--- config.mk ---
export PLATFORM = sky130hd
export DESIGN_NAME = serial_frame_deframer
export DESIGN_NICKNAME = d
export VERILOG_FILES = /design/src/rtl/sfd_pkg.sv /design/src/rtl/sfd_parser.sv /design/src/rtl/sfd_out_buf.sv /design/src/rtl/serial_frame_deframer.sv
export SDC_FILE = /design/constraint.sdc
export NUM_CORES = 1
export LEC_CHECK = 0
export BUFFER_PORTS_ARGS = -buffer_cell sky130_fd_sc_hd__buf_2
export CAP_MARGIN = 20
export CORE_ASPECT_RATIO = 0.9
export CORE_UTILIZATION = 56
export DETAILED_ROUTE_END_ITERATION = 16
export PLACE_DENSITY_LB_ADDON = 0.25
export SYNTH_ARGS = -nofsm -noshare
export SYNTH_HDL_FRONTEND = slang
export SYNTH_SLANG_ARGS = --single-unit
--- constraint.sdc ---
create_clock -name clk -period 7.35 [get_ports clk]
set_input_delay 0.3675 -clock clk [delete_from_list [all_inputs] [get_ports clk]]
set_output_delay 0.3675 -clock clk [all_outputs]
set_load 0.01 [all_outputs]
--- src/rtl/sfd_pkg.sv ---
`timescale 1ns / 1ps
// Shared types and constants for the serial frame deframer.
package sfd_pkg;

    localparam int unsigned BYTE_W      = 8;
    localparam int unsigned ID_W        = 16;
    localparam int unsigned NIB_W       = 4;
    localparam int unsigned KIND_W      = 2;
    localparam int unsigned CFG_ADDR_W  = 1;
    localparam int unsigned OUT_BITS    = 65;
    localparam int unsigned OUT_DATA_W  = ((OUT_BITS + 7) / 8) * 8;

    localparam logic [BYTE_W:0]   MAX_PAYLOAD  = 9'd255;
    localparam logic [BYTE_W-1:0] START_RESET  = 8'd91;
    localparam logic [BYTE_W-1:0] STOP_RESET   = 8'd93;

    localparam logic [CFG_ADDR_W-1:0] REG_START_MARKER = 1'd0;
    localparam logic [CFG_ADDR_W-1:0] REG_STOP_MARKER  = 1'd1;

    typedef enum logic [3:0] {
        PH_HUNT = 4'd0,
        PH_IDH  = 4'd1,
        PH_IDL  = 4'd2,
        PH_REQ  = 4'd3,
        PH_EXT  = 4'd4,
        PH_CODE = 4'd5,
        PH_SUB  = 4'd6,
        PH_LEN  = 4'd7,
        PH_DATA = 4'd8,
        PH_STOP = 4'd9
    } phase_t;

    typedef enum logic [KIND_W-1:0] {
        KIND_PAYLOAD  = 2'd0,
        KIND_GOOD_END = 2'd1,
        KIND_BAD_END  = 2'd2
    } kind_t;

    typedef struct packed {
        kind_t             kind;
        logic [BYTE_W-1:0] payload_byte;
        logic [BYTE_W-1:0] payload_index;
        logic [ID_W-1:0]   msg_id;
        logic              request_flag;
        logic [BYTE_W-1:0] ext_byte;
        logic [BYTE_W-1:0] code_byte;
        logic [NIB_W-1:0]  sub_high;
        logic [NIB_W-1:0]  sub_low;
        logic [BYTE_W-1:0] frame_length;
        logic              last;
    } result_t;

    function automatic logic [OUT_DATA_W-1:0] pack_data(input result_t r);
        logic [OUT_DATA_W-1:0] d;
        d = '0;
        d[7:0]   = r.payload_byte;
        d[15:8]  = r.payload_index;
        d[31:16] = r.msg_id;
        d[32]    = r.request_flag;
        d[40:33] = r.ext_byte;
        d[48:41] = r.code_byte;
        d[52:49] = r.sub_high;
        d[56:53] = r.sub_low;
        d[64:57] = r.frame_length;
        return d;
    endfunction

endpackage

--- src/rtl/sfd_parser.sv ---
`timescale 1ns / 1ps
// Input register, marker registers and frame parsing state machine.
module sfd_parser
(
    input  logic                                   clk,
    input  logic                                   rst_n,
    input  logic                                   cfg_we,
    input  logic [sfd_pkg::CFG_ADDR_W-1:0]         cfg_addr,
    input  logic [sfd_pkg::BYTE_W-1:0]             cfg_wdata,
    input  logic                                   in_valid,
    output logic                                   in_ready,
    input  logic [sfd_pkg::BYTE_W-1:0]             in_byte,
    output logic                                   res_valid,
    input  logic                                   res_ready,
    output sfd_pkg::result_t                       res
);

    logic [sfd_pkg::BYTE_W-1:0] start_reg, start_next;
    logic [sfd_pkg::BYTE_W-1:0] stop_reg, stop_next;

    logic                       byte_valid_reg, byte_valid_next;
    logic [sfd_pkg::BYTE_W-1:0] byte_reg, byte_next;

    sfd_pkg::phase_t            phase_reg, phase_next;
    logic [sfd_pkg::ID_W-1:0]   id_reg, id_next;
    logic                       req_reg, req_next;
    logic [sfd_pkg::BYTE_W-1:0] ext_reg, ext_next;
    logic [sfd_pkg::BYTE_W-1:0] code_reg, code_next;
    logic [sfd_pkg::BYTE_W-1:0] sub_reg, sub_next;
    logic [sfd_pkg::BYTE_W-1:0] len_reg, len_next;
    logic [sfd_pkg::BYTE_W-1:0] count_reg, count_next;

    logic                       has_result;
    logic                       advance;
    logic [sfd_pkg::BYTE_W-1:0] count_inc;

    always_ff @(posedge clk or negedge rst_n)
    begin
        if (!rst_n)
        begin
            start_reg      <= sfd_pkg::START_RESET;
            stop_reg       <= sfd_pkg::STOP_RESET;
            byte_valid_reg <= 1'b0;
            phase_reg      <= sfd_pkg::PH_HUNT;
            id_reg         <= '0;
            req_reg        <= 1'b0;
            ext_reg        <= '0;
            code_reg       <= '0;
            sub_reg        <= '0;
            len_reg        <= '0;
            count_reg      <= '0;
        end
        else
        begin
            start_reg      <= start_next;
            stop_reg       <= stop_next;
            byte_valid_reg <= byte_valid_next;
            phase_reg      <= phase_next;
            id_reg         <= id_next;
            req_reg        <= req_next;
            ext_reg        <= ext_next;
            code_reg       <= code_next;
            sub_reg        <= sub_next;
            len_reg        <= len_next;
            count_reg      <= count_next;
        end
    end

    always_ff @(posedge clk)
    begin
        byte_reg <= byte_next;
    end

    // config port
    always_comb
    begin
        start_next = start_reg;
        stop_next  = stop_reg;
        if (cfg_we)
        begin
            case (cfg_addr)
                sfd_pkg::REG_START_MARKER: start_next = cfg_wdata;
                sfd_pkg::REG_STOP_MARKER:  stop_next  = cfg_wdata;
                default:                   ;
            endcase
        end
    end

    assign has_result = byte_valid_reg &&
                        (phase_reg == sfd_pkg::PH_DATA || phase_reg == sfd_pkg::PH_STOP);
    assign advance    = byte_valid_reg && (!has_result || res_ready);
    assign in_ready   = !byte_valid_reg || advance;
    assign res_valid  = has_result && res_ready;
    assign count_inc  = count_reg + 8'd1;

    always_comb
    begin
        byte_valid_next = byte_valid_reg;
        byte_next       = byte_reg;
        if (in_ready)
        begin
            byte_valid_next = in_valid;
            if (in_valid)
            begin
                byte_next = in_byte;
            end
        end
    end

    // next state and result
    always_comb
    begin
        phase_next = phase_reg;
        id_next    = id_reg;
        req_next   = req_reg;
        ext_next   = ext_reg;
        code_next  = code_reg;
        sub_next   = sub_reg;
        len_next   = len_reg;
        count_next = count_reg;

        res.kind          = sfd_pkg::KIND_PAYLOAD;
        res.payload_byte  = '0;
        res.payload_index = '0;
        res.msg_id        = id_reg;
        res.request_flag  = req_reg;
        res.ext_byte      = ext_reg;
        res.code_byte     = code_reg;
        res.sub_high      = sub_reg[7:4];
        res.sub_low       = sub_reg[3:0];
        res.frame_length  = len_reg;
        res.last          = 1'b0;

        case (phase_reg)
            sfd_pkg::PH_DATA:
            begin
                res.payload_byte  = byte_reg;
                res.payload_index = count_reg;
            end
            sfd_pkg::PH_STOP:
            begin
                res.kind = (byte_reg == stop_reg) ? sfd_pkg::KIND_GOOD_END
                                                  : sfd_pkg::KIND_BAD_END;
                res.last = 1'b1;
            end
            default: ;
        endcase

        if (advance)
        begin
            case (phase_reg)
                sfd_pkg::PH_IDH:
                begin
                    id_next    = {byte_reg, id_reg[7:0]};
                    phase_next = sfd_pkg::PH_IDL;
                end
                sfd_pkg::PH_IDL:
                begin
                    id_next    = {id_reg[15:8], byte_reg};
                    phase_next = sfd_pkg::PH_REQ;
                end
                sfd_pkg::PH_REQ:
                begin
                    req_next   = (byte_reg != 8'd0);
                    phase_next = sfd_pkg::PH_EXT;
                end
                sfd_pkg::PH_EXT:
                begin
                    ext_next   = byte_reg;
                    phase_next = sfd_pkg::PH_CODE;
                end
                sfd_pkg::PH_CODE:
                begin
                    code_next  = byte_reg;
                    phase_next = sfd_pkg::PH_SUB;
                end
                sfd_pkg::PH_SUB:
                begin
                    sub_next   = byte_reg;
                    phase_next = sfd_pkg::PH_LEN;
                end
                sfd_pkg::PH_LEN:
                begin
                    len_next   = byte_reg;
                    count_next = '0;
                    if ({1'b0, byte_reg} > sfd_pkg::MAX_PAYLOAD)
                        phase_next = sfd_pkg::PH_HUNT;
                    else if (byte_reg == 8'd0)
                        phase_next = sfd_pkg::PH_STOP;
                    else
                        phase_next = sfd_pkg::PH_DATA;
                end
                sfd_pkg::PH_DATA:
                begin
                    count_next = count_inc;
                    if (count_inc == len_reg)
                        phase_next = sfd_pkg::PH_STOP;
                end
                sfd_pkg::PH_STOP:
                begin
                    count_next = '0;
                    phase_next = sfd_pkg::PH_HUNT;
                end
                default:
                begin
                    phase_next = (byte_reg == start_reg) ? sfd_pkg::PH_IDH
                                                         : sfd_pkg::PH_HUNT;
                end
            endcase
        end
    end

    a_count_in_range: assert property (@(posedge clk) disable iff (!rst_n)
        phase_reg == sfd_pkg::PH_DATA |-> count_reg < len_reg)
        else $error("payload count reached frame length while in data phase");

    a_stall_holds_byte: assert property (@(posedge clk) disable iff (!rst_n)
        has_result && !res_ready |=> byte_valid_reg && $stable(byte_reg)
                                     && $stable(phase_reg))
        else $error("pending byte lost while result path stalled");

endmodule

--- src/rtl/sfd_out_buf.sv ---
`timescale 1ns / 1ps
// Output register with skid stage for the result channel.
module sfd_out_buf
(
    input  logic             clk,
    input  logic             rst_n,
    input  logic             push,
    output logic             ready,
    input  sfd_pkg::result_t din,
    output logic             out_valid,
    input  logic             out_ready,
    output sfd_pkg::result_t dout
);

    logic             main_valid_reg, main_valid_next;
    logic             skid_valid_reg, skid_valid_next;
    sfd_pkg::result_t main_reg, main_next;
    sfd_pkg::result_t skid_reg, skid_next;

    always_ff @(posedge clk or negedge rst_n)
    begin
        if (!rst_n)
        begin
            main_valid_reg <= 1'b0;
            skid_valid_reg <= 1'b0;
        end
        else
        begin
            main_valid_reg <= main_valid_next;
            skid_valid_reg <= skid_valid_next;
        end
    end

    always_ff @(posedge clk)
    begin
        main_reg <= main_next;
        skid_reg <= skid_next;
    end

    always_comb
    begin
        main_valid_next = main_valid_reg;
        skid_valid_next = skid_valid_reg;
        main_next       = main_reg;
        skid_next       = skid_reg;
        if (main_valid_reg && out_ready)
        begin
            if (skid_valid_reg)
            begin
                main_next       = skid_reg;
                skid_valid_next = 1'b0;
            end
            else if (push)
            begin
                main_next = din;
            end
            else
            begin
                main_valid_next = 1'b0;
            end
        end
        else if (!main_valid_reg)
        begin
            if (push)
            begin
                main_next       = din;
                main_valid_next = 1'b1;
            end
        end
        else if (push)
        begin
            skid_next       = din;
            skid_valid_next = 1'b1;
        end
    end

    assign ready     = !skid_valid_reg;
    assign out_valid = main_valid_reg;
    assign dout      = main_reg;

    a_skid_needs_main: assert property (@(posedge clk) disable iff (!rst_n)
        skid_valid_reg |-> main_valid_reg)
        else $error("skid entry held with empty output register");

    a_no_overflow: assert property (@(posedge clk) disable iff (!rst_n)
        push |-> !skid_valid_reg)
        else $error("result pushed into full buffer");

endmodule

--- src/rtl/serial_frame_deframer.sv ---
`timescale 1ns / 1ps
// Top level of the serial frame deframer.
//
// Byte stream in on s_axis (tdata = one received byte), frame results out
// on m_axis. Each transaction on m_axis is either a payload byte (tuser =
// payload, tlast = 0) or the frame end (tuser = good or bad stop, tlast = 1).
// Header fields and frame length ride along in tdata on every result.
// Markers are set through cfg_we/cfg_addr/cfg_wdata (0 start, 1 stop).
//
// Throughput: one byte per cycle; s_axis_tready stays high while the
// output side keeps up. A result passes the input register, then the
// output register, before it is valid on m_axis. Header and length
// bytes produce no result.
//
// Reset: asynchronous, active low; the parser returns to start hunting
// and the markers go to 91 and 93.
// Stall: when m_axis_tready is low, a skid entry absorbs one more result,
// then the input register holds and s_axis_tready drops until the sink
// drains the output.
module serial_frame_deframer
(
    input  logic                               clk,
    input  logic                               rst_n,
    input  logic                               cfg_we,
    input  logic [sfd_pkg::CFG_ADDR_W-1:0]     cfg_addr,
    input  logic [sfd_pkg::BYTE_W-1:0]         cfg_wdata,
    input  logic                               s_axis_tvalid,
    output logic                               s_axis_tready,
    input  logic [sfd_pkg::BYTE_W-1:0]         s_axis_tdata,  // rx_byte
    output logic                               m_axis_tvalid,
    input  logic                               m_axis_tready,
    // payload_byte, payload_index, msg_id, request_flag, ext_byte,
    // code_byte, sub_high, sub_low, frame_length, zero fill
    output logic [sfd_pkg::OUT_DATA_W-1:0]     m_axis_tdata,
    output logic [sfd_pkg::KIND_W-1:0]         m_axis_tuser,  // kind
    output logic                               m_axis_tlast
);

    logic             res_valid;
    logic             res_ready;
    sfd_pkg::result_t res;
    sfd_pkg::result_t out_res;

    sfd_parser u_parser
    (
        .clk       (clk),
        .rst_n     (rst_n),
        .cfg_we    (cfg_we),
        .cfg_addr  (cfg_addr),
        .cfg_wdata (cfg_wdata),
        .in_valid  (s_axis_tvalid),
        .in_ready  (s_axis_tready),
        .in_byte   (s_axis_tdata),
        .res_valid (res_valid),
        .res_ready (res_ready),
        .res       (res)
    );

    sfd_out_buf u_out_buf
    (
        .clk       (clk),
        .rst_n     (rst_n),
        .push      (res_valid),
        .ready     (res_ready),
        .din       (res),
        .out_valid (m_axis_tvalid),
        .out_ready (m_axis_tready),
        .dout      (out_res)
    );

    assign m_axis_tdata = sfd_pkg::pack_data(out_res);
    assign m_axis_tuser = out_res.kind;
    assign m_axis_tlast = out_res.last;

endmodule
==> run metrics <==
Die ar. 17000 um2; highest net fanout along the worst path 70; residual antenna-violating net count after detailed routing 0; max-slew headroom at the worst pin 0.337; sum of negative setup slack 0 ns; Cell Rows 44; category of the worst setup path capture point flip-flop; HPWL Detailed 12000 um; y dimension of the die 124 um; antenna cells 0; minimum setup slack in the final design 4.59 ns; worst hold margin 0.0489 ns; mux share of post-synthesis cell area 0.0694; boundary pin count 99; synth unique cells 50; arrival time at the worst endpoint 2.88 ns; Synth-to-Final Area Change 14.3%; mean cell area of the mapped netlist 12.9 um2; count of endpoints failing hold in the final timing report 0; master cell of the clock root buffer sky130_fd_sc_hd__clkbuf_16; final-report max-slew violation count 0; xor/xnor cell area share of the yosys netlist 0.0256; TritonCTS Sinks 224; number of buffers inserted by post-CTS setup repair 0; number of flops mapped to enable cells by yosys 144; Setup Viol. Count Final 0; register bit total from synthesis 224; area fraction in and, or, nand and nor cells after synthesis 0.120; share of layout cells above drive strength 1 0.257; first element of the critical path u_out_buf.out_valid; Most Used Layer, Global Route met2; last weighted congestion value of the routability-driven placer 0.825; met2 Resource Use GR 0.380; detailed-router iteration count before antenna repair 5; total number of yosys warnings 0; placeable core region 16100 um2; CTS buffer count 22; routed via count 5873; Post-route DRC 0; highest attainable clock frequency 362 MHz; first-pass GRT wire length 31300 um; violation count after the first detailed-route iteration 501; CTS tree yes; pin count of the biggest net entering global routing 81; post-layout minimum cycle time 2.76 ns; initial standard-cell utilization of the core 0.574; maximum vdd ir drop 0.251 mV; crit path launch type flip-flop; Nets 820; insertion delay of the later-clocked pin in the worst-skew pair 0.50 ns; top flip-flop cell by instance count after synthesis sky130_fd_sc_hd__edfxtp_1; MaxCap Viol Count 0; Reg clk slew, reported paths 0.06 ns; power density cells 393 nW/um2; cell type contributing the most total cell area after synthesis sky130_fd_sc_hd__edfxtp_1; launch instance of the worst register-to-register path u_out_buf.out_valid; Post-Synthesis Cell Area 9250 um2; Min-Delay Path Depth 1; average wire per cell in the routed design 19.6 um; CP required 7.47 ns; sequential cell area fraction in the yosys report 0.685; via count of the first global-routing pass 5871; global-route total usage across every layer 0.242; most frequently used cell type in the post-synthesis netlist sky130_fd_sc_hd__nor2_1; total wire length 20000 um; number of antenna violations at the first check in global routing 0; global routing met3 resource utilization 0.0374; Filler cells 1204; Worst Reg2Reg Path Length in Cells 4; H-tree levels 1; class of the most critical hold timing path input port to flip-flop; final clock period utilization by the worst path 0.376; total placed instance area 9850 um2; synthesized instance count 715; met1 usage in global routing 0.360; adder-cell share of the synthesized area 0.00135; pre-CTS WS 4.45 ns; area share of the largest cell type after synthesis 0.467; vias per inst 5.76; startpoint of the tightest hold check path s_axis_tdata[6]; worst setup skew after layout 0.0210 ns; type of the worst setup path flip-flop to flip-flop; Synth area leaders sky130_fd_sc_hd__edfxtp_1, sky130_fd_sc_hd__dfrtp_1, sky130_fd_sc_hd__mux2_2; outcome finished clean; compound-gate portion of the synthesized area 0.0711; post-layout instance area 10600 um2; maximum root-to-sink buffer count 3; count of input and output buffers 91; dominant combinational cell family by area after synthesis simple AND/OR/NAND/NOR gates; post-synthesis async set-or-reset flop share 0.357; remaining global-route overflow 0; leakage component of the power 4.23 nW; setup repair after global routing missed its margin no; chip width 137 um; measured slew at the worst slew-check pin 0.994 ns; top cells by count, synth sky130_fd_sc_hd__nor2_1, sky130_fd_sc_hd__edfxtp_1, sky130_fd_sc_hd__dfrtp_1, sky130_fd_sc_hd__o22ai_1, sky130_fd_sc_hd__mux2_2
==> layout make-up <==
type / count / area (um2) / area share
Sequential cell: 224 / 6340 / 0.599
Multi-Input combinational cell: 442 / 2710 / 0.256
Clock buffer: 37 / 648 / 0.0613
Clock inverter: 3 / 42.5 / 0.00402
Tap cell: 207 / 259 / 0.0245
Inverter: 5 / 18.8 / 0.00177
Timing Repair Buffer: 102 / 563 / 0.0532
==> layer usage <==
metal,routed length (um),vias up
met5,0,-
met4,351,0
met3,1110,30
met2,9310,192
met1,9190,2925
li1,-,2726
==> what timing repair did <==
item                                   4_1_cts  5_1_grt
endpoints found under the hold margin        0       10
hold buffers                                 0        1
resized for setup                            0        0
==> path summary, 6_finish.rpt <==
kind	to	slack, ns
max	u_out_buf.skid_reg[8]	4.59
min	u_parser.byte_reg[6]	0.05
max reg2reg	u_out_buf.skid_reg[8]	4.59
min reg2reg	u_out_buf.skid_reg[23]	0.48
max in group asynchronous	u_parser.len_reg[3]	6.50
min in group asynchronous	u_parser.stop_reg[1]	0.26
==> critical path: stages (launching register included) <==
cell and delay (ns):
sky130_fd_sc_hd__dfrtp_1 0.46, sky130_fd_sc_hd__nand2b_4 0.06, sky130_fd_sc_hd__buf_4 0.42, sky130_fd_sc_hd__nor2_4 0.83, sky130_fd_sc_hd__buf_4 0.56
==> placed cells by master, fill, tap and decap left out, drive strengths merged, types with 2 or more instances in the layout <==
master and instances:
nor4 4, and3 3, dfrtp 70, nand3 16
a22oi 2, inv 6, a21o 2, nand2b 7
dfstp 10, clkbuf 37, or3 3, buf 101
o21ai 13, xor2 11, or4 2, nor2 146
nor3 4, o22ai 68, conb 7, mux2 57
nand2 38, nand4 2, edfxtp 144, a21oi 6
xnor2 16, and2 18
==> where the power goes <==
group	switching, mW	internal (mW)
logic	0.503	0.434
clock network	0.449	0.635
registers	0.292	1.84
==> kinds of logic after synthesis <==
logic type | Yosys count
buf+inv | 55
other cells | 1
fa+ha+maj | 1
compound gates | 101
mux | 57
simple gates | 249
flops | 224
xor+xnor | 27
==> through the flow <==
stage | util | power [mW] | instances
6_report | 0.656 | 4.15 | 1020
5_1_grt | 0.656 | 4.38 | 1020
4_1_cts | 0.653 | 4.17 | 1018
3_5_place_dp | 0.611 | 3.08 | 978
3_3_place_gp | 0.611 | 3.00 | 978
2_1_floorplan | - | 2.69 | 721
Power figures use the tool's default switching activity.
